$ cat src/design/mhci_pkg.sv
// shared constants, types and specific heat tables for the mox heat capacity interpolator
package mhci_pkg;

    localparam int TABLE_CAP = 64;

    localparam logic [15:0] T_FIRST  = 16'd4800;
    localparam logic [10:0] T_STEP   = 11'd1600;
    localparam logic [16:0] FRAC_ONE = 17'd32768;
    localparam logic [19:0] RECIP_25 = 20'd671088;
    localparam logic [4:0]  DIV_25   = 5'd25;

    typedef logic [5:0]  t_idx;
    typedef logic [10:0] t_rem;
    typedef logic [15:0] t_entry;
    typedef logic [26:0] t_value;

    localparam t_entry CP_UO2 [TABLE_CAP] = '{
        0: 16'd15073,  1: 16'd17011,  2: 16'd18057,  3: 16'd18701,
        4: 16'd19143,  5: 16'd19471,  6: 16'd19732,  7: 16'd19951,
        8: 16'd20145,  9: 16'd20326, 10: 16'd20508, 11: 16'd20710,
        12: 16'd20954, 13: 16'd21268, 14: 16'd21681, 15: 16'd22227,
        16: 16'd22938, 17: 16'd23843, 18: 16'd24968, 19: 16'd26333,
        20: 16'd27954, 21: 16'd29837, 22: 16'd31987, 23: 16'd34400,
        24: 16'd37067, 25: 16'd39976, 26: 16'd43112, 27: 16'd46456,
        28: 16'd49989,
        default: 16'd0
    };

    localparam t_entry CP_PUO2 [TABLE_CAP] = '{
        0: 16'd13037,  1: 16'd14451,  2: 16'd15089,  3: 16'd15445,
        4: 16'd15675,  5: 16'd15838,  6: 16'd15964,  7: 16'd16067,
        8: 16'd16156,  9: 16'd16237, 10: 16'd16317, 11: 16'd16404,
        12: 16'd16508, 13: 16'd16636, 14: 16'd16798, 15: 16'd17003,
        16: 16'd17252, 17: 16'd17547, 18: 16'd17878, 19: 16'd18237,
        20: 16'd18611, 21: 16'd18989, 22: 16'd19358, 23: 16'd19712,
        24: 16'd20045, 25: 16'd20357, 26: 16'd20646, 27: 16'd20913,
        28: 16'd21161,
        default: 16'd0
    };

endpackage

$ cat src/design/mhci_index.sv
// three-stage breakpoint index and remainder with end clamping
module mhci_index #(
    parameter int TABLE_POINTS = 29
) (
    input  logic          i_clk,
    input  logic [2:0]    i_en,
    input  logic [15:0]   i_temperature,
    output mhci_pkg::t_idx o_idx,
    output mhci_pkg::t_rem o_rem
);
    import mhci_pkg::*;

    localparam int          Last    = TABLE_POINTS - 1;
    localparam logic [16:0] T_LAST  = 17'(int'(T_FIRST) + Last * int'(T_STEP));
    localparam t_idx        IDX_TOP = 6'(Last - 1);

    logic [15:0] r_d1;
    logic        r_lo1;
    logic        r_hi1;
    logic [15:0] r_d2;
    logic        r_lo2;
    logic        r_hi2;
    t_idx        r_i2;
    t_idx        r_i3;
    t_rem        r_r3;

    logic [15:0] n_prod;
    logic [16:0] n_base;
    logic [16:0] n_diff;
    t_idx        n_i3;
    t_rem        n_r3;

    // floor(d / 1600) as floor(floor(d / 64) * 41 / 1024), exact for d below 65536
    assign n_prod = 16'(r_d1[15:6]) * 16'd41;
    assign n_base = 17'(r_i2) * 17'(T_STEP);
    assign n_diff = {1'b0, r_d2} - n_base;

    always_comb begin
        n_i3 = r_i2;
        n_r3 = n_diff[10:0];
        if (r_lo2) begin
            n_i3 = '0;
            n_r3 = '0;
        end else if (r_hi2) begin
            n_i3 = IDX_TOP;
            n_r3 = T_STEP;
        end
    end

    always_ff @(posedge i_clk) begin
        if (i_en[0]) begin
            r_d1  <= i_temperature - T_FIRST;
            r_lo1 <= i_temperature <= T_FIRST;
            r_hi1 <= {1'b0, i_temperature} >= T_LAST;
        end
        if (i_en[1]) begin
            r_d2  <= r_d1;
            r_lo2 <= r_lo1;
            r_hi2 <= r_hi1;
            r_i2  <= n_prod[15:10];
        end
        if (i_en[2]) begin
            r_i3 <= n_i3;
            r_r3 <= n_r3;
        end
    end

    assign o_idx = r_i3;
    assign o_rem = r_r3;

endmodule

$ cat src/design/mhci_interp.sv
// table lookup and linear interpolation for both oxide tables
module mhci_interp (
    input  logic             i_clk,
    input  logic             i_en,
    input  mhci_pkg::t_idx   i_idx,
    input  mhci_pkg::t_rem   i_rem,
    output mhci_pkg::t_value o_vu,
    output mhci_pkg::t_value o_vp
);
    import mhci_pkg::*;

    t_idx   w_nxt;
    t_rem   w_wgt;
    t_value n_vu;
    t_value n_vp;
    t_value r_vu;
    t_value r_vp;

    assign w_nxt = i_idx + 6'd1;
    assign w_wgt = T_STEP - i_rem;

    assign n_vu = 27'(CP_UO2[i_idx]) * 27'(w_wgt) + 27'(CP_UO2[w_nxt]) * 27'(i_rem);
    assign n_vp = 27'(CP_PUO2[i_idx]) * 27'(w_wgt) + 27'(CP_PUO2[w_nxt]) * 27'(i_rem);

    always_ff @(posedge i_clk) begin
        if (i_en) begin
            r_vu <= n_vu;
            r_vp <= n_vp;
        end
    end

    assign o_vu = r_vu;
    assign o_vp = r_vp;

endmodule

$ cat src/design/mhci_blend.sv
// fraction blend and truncating scale-down by 1600 * 32768, saturating at 16'hFFFF
module mhci_blend (
    input  logic             i_clk,
    input  logic [2:0]       i_en,
    input  logic [15:0]      i_frac,
    input  mhci_pkg::t_value i_vu,
    input  mhci_pkg::t_value i_vp,
    output logic [15:0]      o_heat
);
    import mhci_pkg::*;

    logic [43:0] n_mix;
    logic [43:0] r_mix;
    logic [22:0] n_x;
    logic [42:0] n_p;
    logic [22:0] r_x;
    logic [42:0] r_p;
    logic [18:0] n_qe;
    logic [22:0] n_back;
    logic [22:0] n_left;
    logic [18:0] n_q;
    logic [15:0] n_heat;
    logic [15:0] r_heat;

    assign n_mix = 44'(FRAC_ONE - 17'(i_frac)) * 44'(i_vu) + 44'(i_frac) * 44'(i_vp);

    // divide by 32768 * 64, then by 25 through a reciprocal off by at most one
    assign n_x = r_mix[43:21];
    assign n_p = 43'(n_x) * 43'(RECIP_25);

    assign n_qe   = r_p[42:24];
    assign n_back = 23'(n_qe) * 23'(DIV_25);
    assign n_left = r_x - n_back;

    always_comb begin
        n_q = n_qe;
        if (n_left >= 23'(DIV_25)) begin
            n_q = n_qe + 19'd1;
        end
        n_heat = n_q[15:0];
        if (n_q[18:16] != 3'd0) begin
            n_heat = 16'hFFFF;
        end
    end

    always_ff @(posedge i_clk) begin
        if (i_en[0]) begin
            r_mix <= n_mix;
        end
        if (i_en[1]) begin
            r_x <= n_x;
            r_p <= n_p;
        end
        if (i_en[2]) begin
            r_heat <= n_heat;
        end
    end

    assign o_heat = r_heat;

endmodule

$ cat src/design/mox_heat_capacity_interp.sv
// top level of the mox specific heat interpolator
// an accepted input beat passes through the index, interp and blend stages to its output beat
// throughput: one beat per cycle; each pipeline stage holds only while the stage after it is full
// a stage with an empty slot keeps taking data, so bubbles close up behind a stalled output
// reset clears all stage valid bits and sets pu_fraction to 0; the tables are constant logic
module mox_heat_capacity_interp #(
    parameter int TABLE_POINTS = 29
) (
    input  logic        i_clk,
    input  logic        i_rst_n,
    input  logic        i_cfg_wr_en,
    input  logic [15:0] i_cfg_wr_data,
    input  logic        i_valid,
    output logic        o_stall,
    input  logic [15:0] i_temperature,
    output logic        o_valid,
    input  logic        i_stall,
    output logic [15:0] o_heat_capacity
);
    import mhci_pkg::*;

    localparam int Stages = 7;

    logic [Stages-1:0] r_vld;
    logic [Stages-1:0] n_vld;
    logic [Stages-1:0] w_en;
    logic [15:0]       r_pu_fraction;
    t_idx              w_idx;
    t_rem              w_rem;
    t_value            w_vu;
    t_value            w_vp;

    always_comb begin
        w_en[Stages-1] = !r_vld[Stages-1] || !i_stall;
        for (int k = Stages - 2; k >= 0; k--) begin
            w_en[k] = !r_vld[k] || w_en[k+1];
        end
        n_vld = r_vld;
        for (int k = 0; k < Stages; k++) begin
            if (w_en[k]) begin
                n_vld[k] = (k == 0) ? i_valid : r_vld[(k == 0) ? 0 : k - 1];
            end
        end
    end

    always_ff @(posedge i_clk) begin
        if (!i_rst_n) begin
            r_vld         <= '0;
            r_pu_fraction <= '0;
        end else begin
            r_vld <= n_vld;
            if (i_cfg_wr_en) begin
                r_pu_fraction <= ({1'b0, i_cfg_wr_data} > FRAC_ONE) ? FRAC_ONE[15:0]
                                                                    : i_cfg_wr_data;
            end
        end
    end

    mhci_index #(
        .TABLE_POINTS(TABLE_POINTS)
    ) u_index (
        .i_clk         (i_clk),
        .i_en          (w_en[2:0]),
        .i_temperature (i_temperature),
        .o_idx         (w_idx),
        .o_rem         (w_rem)
    );

    mhci_interp u_interp (
        .i_clk (i_clk),
        .i_en  (w_en[3]),
        .i_idx (w_idx),
        .i_rem (w_rem),
        .o_vu  (w_vu),
        .o_vp  (w_vp)
    );

    mhci_blend u_blend (
        .i_clk  (i_clk),
        .i_en   (w_en[6:4]),
        .i_frac (r_pu_fraction),
        .i_vu   (w_vu),
        .i_vp   (w_vp),
        .o_heat (o_heat_capacity)
    );

    assign o_stall = !w_en[0];
    assign o_valid = r_vld[Stages-1];

endmodule

$ cat config.mk
export PLATFORM = sky130hd
export DESIGN_NAME = mox_heat_capacity_interp
export DESIGN_NICKNAME = d
export VERILOG_FILES = /design/src/design/mhci_pkg.sv /design/src/design/mhci_index.sv /design/src/design/mhci_interp.sv /design/src/design/mhci_blend.sv /design/src/design/mox_heat_capacity_interp.sv
export SDC_FILE = /design/constraint.sdc
export NUM_CORES = 2
export LEC_CHECK = 0
export BUFFER_PORTS_ARGS = -buffer_cell sky130_fd_sc_hd__buf_2
export CAP_MARGIN = 0
export CORE_MARGIN = 5
export CORE_UTILIZATION = 50
export CTS_CLUSTER_DIAMETER = 100
export DETAILED_ROUTE_END_ITERATION = 8
export PLACE_DENSITY_LB_ADDON = 0.05
export REMOVE_ABC_BUFFERS = 1
export SLEW_MARGIN = 20
export SYNTH_ARGS = -nofsm -noshare
export SYNTH_HDL_FRONTEND = slang
export SYNTH_SLANG_ARGS = --single-unit
$ cat constraint.sdc
create_clock -name i_clk -period 22.4 [get_ports i_clk]
set_input_delay 1.12 -clock i_clk [delete_from_list [all_inputs] [get_ports i_clk]]
set_output_delay 1.12 -clock i_clk [all_outputs]
set_load 0.02 [all_outputs]
Word-level counts from Yosys, hierarchy flattened --
Memory sizes are Yosys's and may differ from the RTL's. Cells that the tools add are included. Widths: inputs -> output; s select.
Cells by class: order comparisons 6, add/sub/neg operators 10, multiplexer cells 12, multipliers 10, bitwise gates (word level) 2, reductions and logical operators 18
Operators by type and width (number):
- $mux 16 | 9
- $mul 16x11->27 | 4
- $add 27x27->27 | 2
- $add 44x43->44 | 1
- $mul 44x27->44 | 1
- $mul 16x27->43 | 1
- $mul 23x16->39 const B | 1
- $ge 23x5->1 const B | 1
- $mul 19x5->23 const B | 1
- $sub 23x23->23 | 1
- $add 19x1->19 const B | 1
- $mux 19 | 1
- $sub 16x16->17 const A | 1
- $ge 16x16->1 const B | 1
- $gt 16x16->1 const B | 1
- $le 16x13->1 const B | 1
- $mul 10x6->16 const B | 1
- $sub 16x13->16 const B | 1
- $ge 7x7->1 const B | 2
- $not 6->7 | 2
- $mux 11 | 1
- $sub 11x11->11 | 1
- $sub 11x11->11 const A | 1
- $logic_not 1->1 | 9
- 6 further kinds | 12
Storage, ports and cells: word-level logic and storage cells 87, memories 4, ROM bits 4096, flip-flop bits (word level) 253, output and inout bits 18
Memory list:
- (name not given) | words 64, width 16, rd ports 1, clocked after Yosys merged registers in 0, wr ports 0, RTL line mhci_interp.sv:22 | assign n_vu = 27'(CP_UO2[i_idx]) * 27'(w_wgt) + 27'(CP_UO2[w_nxt]) * 27'(i_rem);
- (name not given) | words 64, width 16, rd ports 1, clocked after Yosys merged registers in 0, wr ports 0, RTL line mhci_interp.sv:23 | assign n_vp = 27'(CP_PUO2[i_idx]) * 27'(w_wgt) + 27'(CP_PUO2[w_nxt]) * 27'(i_rem);
- (name not given) | words 64, width 16, rd ports 1, clocked after Yosys merged registers in 0, wr ports 0, RTL line mhci_interp.sv:23
- (name not given) | words 64, width 16, rd ports 1, clocked after Yosys merged registers in 0, wr ports 0, RTL line mhci_interp.sv:22

Longest topological paths before layout --
depth after elaboration 9, gate-level depth with buffers 40, mapped depth without buffers 36

Cells and area by module --
Synthesis repeated with hierarchy kept, for this count alone.
Second synthesis, totals: cells, all modules 8029, area, all modules 75907.8 um^2
Modules (own cells, without submodules):
- mhci_blend | area each 45164.6 um^2, cells each 4602, instances 1
- mhci_interp | area each 27018.4 um^2, cells each 3134, instances 1
- mhci_index | area each 2856.5 um^2, cells each 207, instances 1
- mox_heat_capacity_interp | area each 868.3 um^2, cells each 86, instances 1

Worst setup path after synthesis --
Ideal clock, no wire load.
path kind register to register, from register u_index.r_i3[2] (netlist: u_index.o_idx[2]), to register u_interp.r_vp[22] (netlist: u_interp.o_vp[22]) (data pin), setup slack 12.829 ns, arrival time 9.313 ns, data required time 22.142 ns, clock period less this slack 9.571 ns, stages on the path, launching flop included 37, buffers on the path 7, cells stage by stage edfxtp_1 > clkbuf_1 > clkinv_1 > buf_1 > ha_1 > clkbuf_1 > clkbuf_1 > buf_1 > buf_1 > o211ai_1 > a311oi_1 > clkbuf_1 > nand2_1 > fa_1 > fa_1 > inv_1 > fa_1 > inv_1 > fa_1 > fa_1 > inv_1 > fa_1 > inv_1 > fa_1 > inv_1 > ha_1 > a21o_1 > a21o_1 > a21oi_1 > nand2_1 > a31oi_1 > o211ai_1 > a31oi_1 > nor2b_1 > o21ai_0 > nor2b_1 > xnor2_1
Between the ends: word-level cells in the longest chain between the ends 7, elaborated cells on any way between the ends 12
RTL lines:
- from (decl) | RTL line mhci_index.sv:24 | t_idx r_i3;
- from (signal assigned) | RTL line mhci_index.sv:63 | r_i3 <= n_i3;
- $add 6x1->6 | RTL line mhci_interp.sv:19 | assign w_nxt = i_idx + 6'd1;
- $not 6->7 (implied by the code) | RTL line mhci_interp.sv:23
- $mem_v2 64x16
- $mux 16 (implied by the code) (2 in a row) | RTL line mhci_interp.sv:23
- $mul 16x11->27 | RTL line mhci_interp.sv:23
- $add 27x27->27 * | RTL line mhci_interp.sv:23
- via u_interp.n_vp[22] | RTL line mhci_interp.sv:15 | t_value n_vp;
- to (signal assigned) | RTL line mhci_interp.sv:28 | r_vp <= n_vp;
- to (decl) | RTL line mhci_interp.sv:17 | t_value r_vp;
Mark *: on every way through the listed nets, which the timed path passes. The rest lies on a longest branch. The select of a mux whose other input is x is not followed. A chain may end at the register's enable or synchronous reset.

Worst setup path after layout --
Ends and elaborated chain as after synthesis.

==> flow_summary_export.csv <==
group,metric,value,unit
logic_synthesis,yosysSeqAreaShare,0.0819,
timing,setup_viol,0,
layout,nNetsFinal,10400,
logic_synthesis,syn_area,74900,sq um
clock_tree,clkTransAtPathRegs,0.06,ns
route,viasPerCell,5.26,
floorplanning,core_area,149000,sq um
logic_synthesis,synth_edf_count,189,
route,drc_errors,0,
timing,slew_headroom,0.249,
run,drv_cap,0,
timing,timing.fmax,85.9,MHz
layout,fin_area,78800,sq um
critical_path,critPathMaxStageDelay,0.87,ns
grt,grt_overflow,0,
floorplanning,rows,142,
logic_synthesis,synth_top_family_by_area,"adder cells",
min_path,worst_hold_path_type,"reg -> reg",
route,drt-total-wl,202,mm
timing,clock-skew-final,0.0247,ns
clock_tree,cts_buffer_depth,3,
route,vias,52100,
layout,drive_gt1_frac,0.0373,
logic_synthesis,avgSynthCellArea,9.40,sq um
timing,rsz0062_at_grt,"false",
clock_tree,tritoncts,"built",
clock_tree,ctsHoldBuffers,0,
route,first_pass_iters,6,
clock_tree,clockRootBuffer,"clkbuf_16",
outcome,run_status,"finished clean",
grt,track_usage,0.267,
logic_synthesis,synth-compound-area-share,0.0457,
critical_path,slowest_stage,"clkinv_1",
timing,period_needed,11.64,ns
critical_path,cp-start-kind,"flop",
layout,syn_to_final_growth,5.18,%
timing,worstMarginPinSlew,1.13,ns
grt,antenna_found_initial,8,
clock_tree,clk_latency,0.62,ns
timing,min_period_over_period,0.519,
grt,grt_pass1_vias,57600,
critical_path,end_kind,"flop",
clock_tree,htree_levels,1,
floorplanning,initial_core_util,0.501,
placement,dp_hpwl,168,mm
critical_path,worst_path_most_repeated_cell,"fa_1",
floorplanning,chipWidth,397,um
route,wl_per_cell,20.4,um
clock_tree,cts_resized,0,
floorplanning,chipHeight,397,um
logic_synthesis,yosys_warnings,0,
logic_synthesis,synth_cell_types,77,
placement,place_congestion,0.897,
route,postRouteAntennaNets,0,
clock_tree,cts_setup_buffers,0,
timing,fin_setup_tns,0,ns
clock_tree,clock_sinks,212,
critical_path,cp_max_fo,61,
logic_synthesis,synthCells,7968,
critical_path,cp.arrival,12.01,ns
floorplanning,die_area,158000,sq um
critical_path,critical_path_class,"reg -> reg",
placement,portBuffers,54,
timing,finalHoldViolCount,0,
placement,dpl_cell_area,77800,sq um
logic_synthesis,ys.flop_type,"edfxtp_1",
floorplanning,io_pins,55,
grt,grt_max_degree,64,
grt,grt_first_pass_wirelength,327,mm
logic_synthesis,yosys.area_share.simple,0.137,
timing,final_max_slew_viol_count,0,
clock_tree,numCtsBuffers,29,
logic_synthesis,synth-seq-cells,212,
route,drt_iter0_markers,2742,
logic_synthesis,async_flop_share,0,
logic_synthesis,synthMuxAreaShare,0.00244,
logic_synthesis,synthAdderAreaFrac,0.591,
critical_path,crit_required,22.78,ns
logic_synthesis,synthXorXnorAreaFrac,0.0218,
[area by class of cell]
cell class,count,area (sq um)
antenna,2,5.00
clock buffer,29,726
clock inverter,25,250
fill,14100,70600
inverter,2068,7760
multi-input combinational,5367,60100
sequential,212,6140
tap,2016,2520
timing repair buffer,183,1240
[worst paths after layout]
check | cells past startpoint | slack, ns | to | from
max | 35 | 10.76 | u_interp.o_vp[22]$_DFFE_PP_ | u_index.o_idx[2]$_SDFFCE_PP0P_
min | 0 | 0.42 | u_index.r_d2[3]$_DFFE_PP_ | u_index.r_d1[3]$_DFFE_PN_
max reg2reg | 35 | 10.76 | u_interp.o_vp[22]$_DFFE_PP_ | u_index.o_idx[2]$_SDFFCE_PP0P_
min reg2reg | 0 | 0.42 | u_index.r_d2[3]$_DFFE_PP_ | u_index.r_d1[3]$_DFFE_PN_
[flip-flops by register name, summed over array words and instances (netlist names), 6 cells and up]
| name | count |
|---|---|
| r_pu_fraction | 16 |
| r_vld | 7 |
| u_blend.o_heat | 16 |
| u_blend.r_mix | 23 |
| u_blend.r_p | 19 |
| u_blend.r_x | 23 |
| u_index.o_idx | 6 |
| u_index.o_rem | 11 |
| u_index.r_d1 | 16 |
| u_index.r_d2 | 11 |
| u_index.r_i2 | 6 |
| u_interp.o_vp | 27 |
| u_interp.o_vu | 27 |
[critical path: cells and delay by family (launching register included)]
| kind | cells | cell delay (ns) |
|---|---|---|
| AOI/OAI and AO/OA | 12 | 3.41 |
| xor gates and xnor gates | 1 | 0.08 |
| adders and majority gates | 9 | 4.37 |
| buffers and inverters | 9 | 2.64 |
| DFF | 1 | 0.32 |
| and+or+nand+nor | 4 | 0.55 |
[cells in the final DEF, fill, tap and decap left out, types with 22 or more instances in the layout]
master / n
and2_1: 664
o21ai_0: 107
a21o_1: 39
nand3_1: 37
nor4_1: 22
buf_4: 129
and3_1: 26
nor2b_1: 38
edfxtp_1: 189
nor3_1: 88
inv_1: 2061
a21oi_1: 140
nand2b_1: 22
nand2_1: 1005
o211ai_1: 24
a31oi_1: 27
nor2_1: 175
xor2_1: 44
fa_1: 1717
buf_2: 54
ha_1: 793
a211oi_1: 40
xnor2_1: 115
clkbuf_16: 29
[cells by family after synthesis]
family                   after synthesis
adder cells (fa/ha/maj)             2510
buffers and inverters               2389
AND/OR/NAND/NOR                     2130
AO/OA/AOI/OAI                        527
flip-flops                           212
XOR/XNOR                             186
multiplexers                          14
[routing by layer]
| metal | share of wire | wire length, um | track usage | up-vias |
|---|---|---|---|---|
| met5 | 0 | 0 | 0 | - |
| met3 | 0.039 | 7920 | 0.0234 | 282 |
| met4 | 0.035 | 7170 | 0.0767 | 0 |
| met2 | 0.52 | 106000 | 0.488 | 1184 |
| met1 | 0.40 | 81400 | 0.337 | 27200 |
| li1 | - | - | - | 23400 |
[synth_stat cells (8+ instances only)]
cell type  count  share of area
a311oi_1      12         0.0014
edfxtp_1     189          0.076
fa_1        1717           0.46
o21a_1        19         0.0019
nand2_1     1006          0.050
xor2_1        52         0.0061
and2_1       664          0.055
o21bai_1      10         0.0010
clkbuf_1     296          0.015
a211oi_1      40         0.0040
dfxtp_1       23         0.0061
nand4_1       18         0.0015
o31ai_1       12         0.0012
nor3_1        88         0.0059
xnor2_1      134          0.016
nor4_1        22         0.0018
nand2b_1      22         0.0018
nor2_1       175         0.0088
and3_1        26         0.0022
a21o_1        39         0.0039
o22ai_1       10        0.00084
a31oi_1       28         0.0023
inv_1       2062           0.10
o21ai_0      107         0.0071
o311ai_0       8        0.00094
nor2b_1       38         0.0032
buf_1         22         0.0011
ha_1         793           0.13
mux2i_1       10         0.0013
or3_1          9        0.00075
a21oi_1      145         0.0097
nand3_1       37         0.0025
o211ai_1      24         0.0024
[through the flow]
stage / worst slack [ns] / util / std cells / hold WS (ns)
4_1_cts: 10.89 / 0.527 / 9900 / 0.420
5_1_grt: 10.05 / 0.527 / 9901 / 0.427
6_report: 10.76 / 0.527 / 9902 / 0.419
3_5_place_dp: 10.92 / 0.521 / 9846 / 0.406
2_1_floorplan: 10.87 / - / 7647 / 0.400
3_3_place_gp: 11.07 / 0.521 / 9846 / 0.402
Power is left out: the tool's default activity adds up to more than one toggle a clock period on the data nets, which glitch-free logic cannot reach.
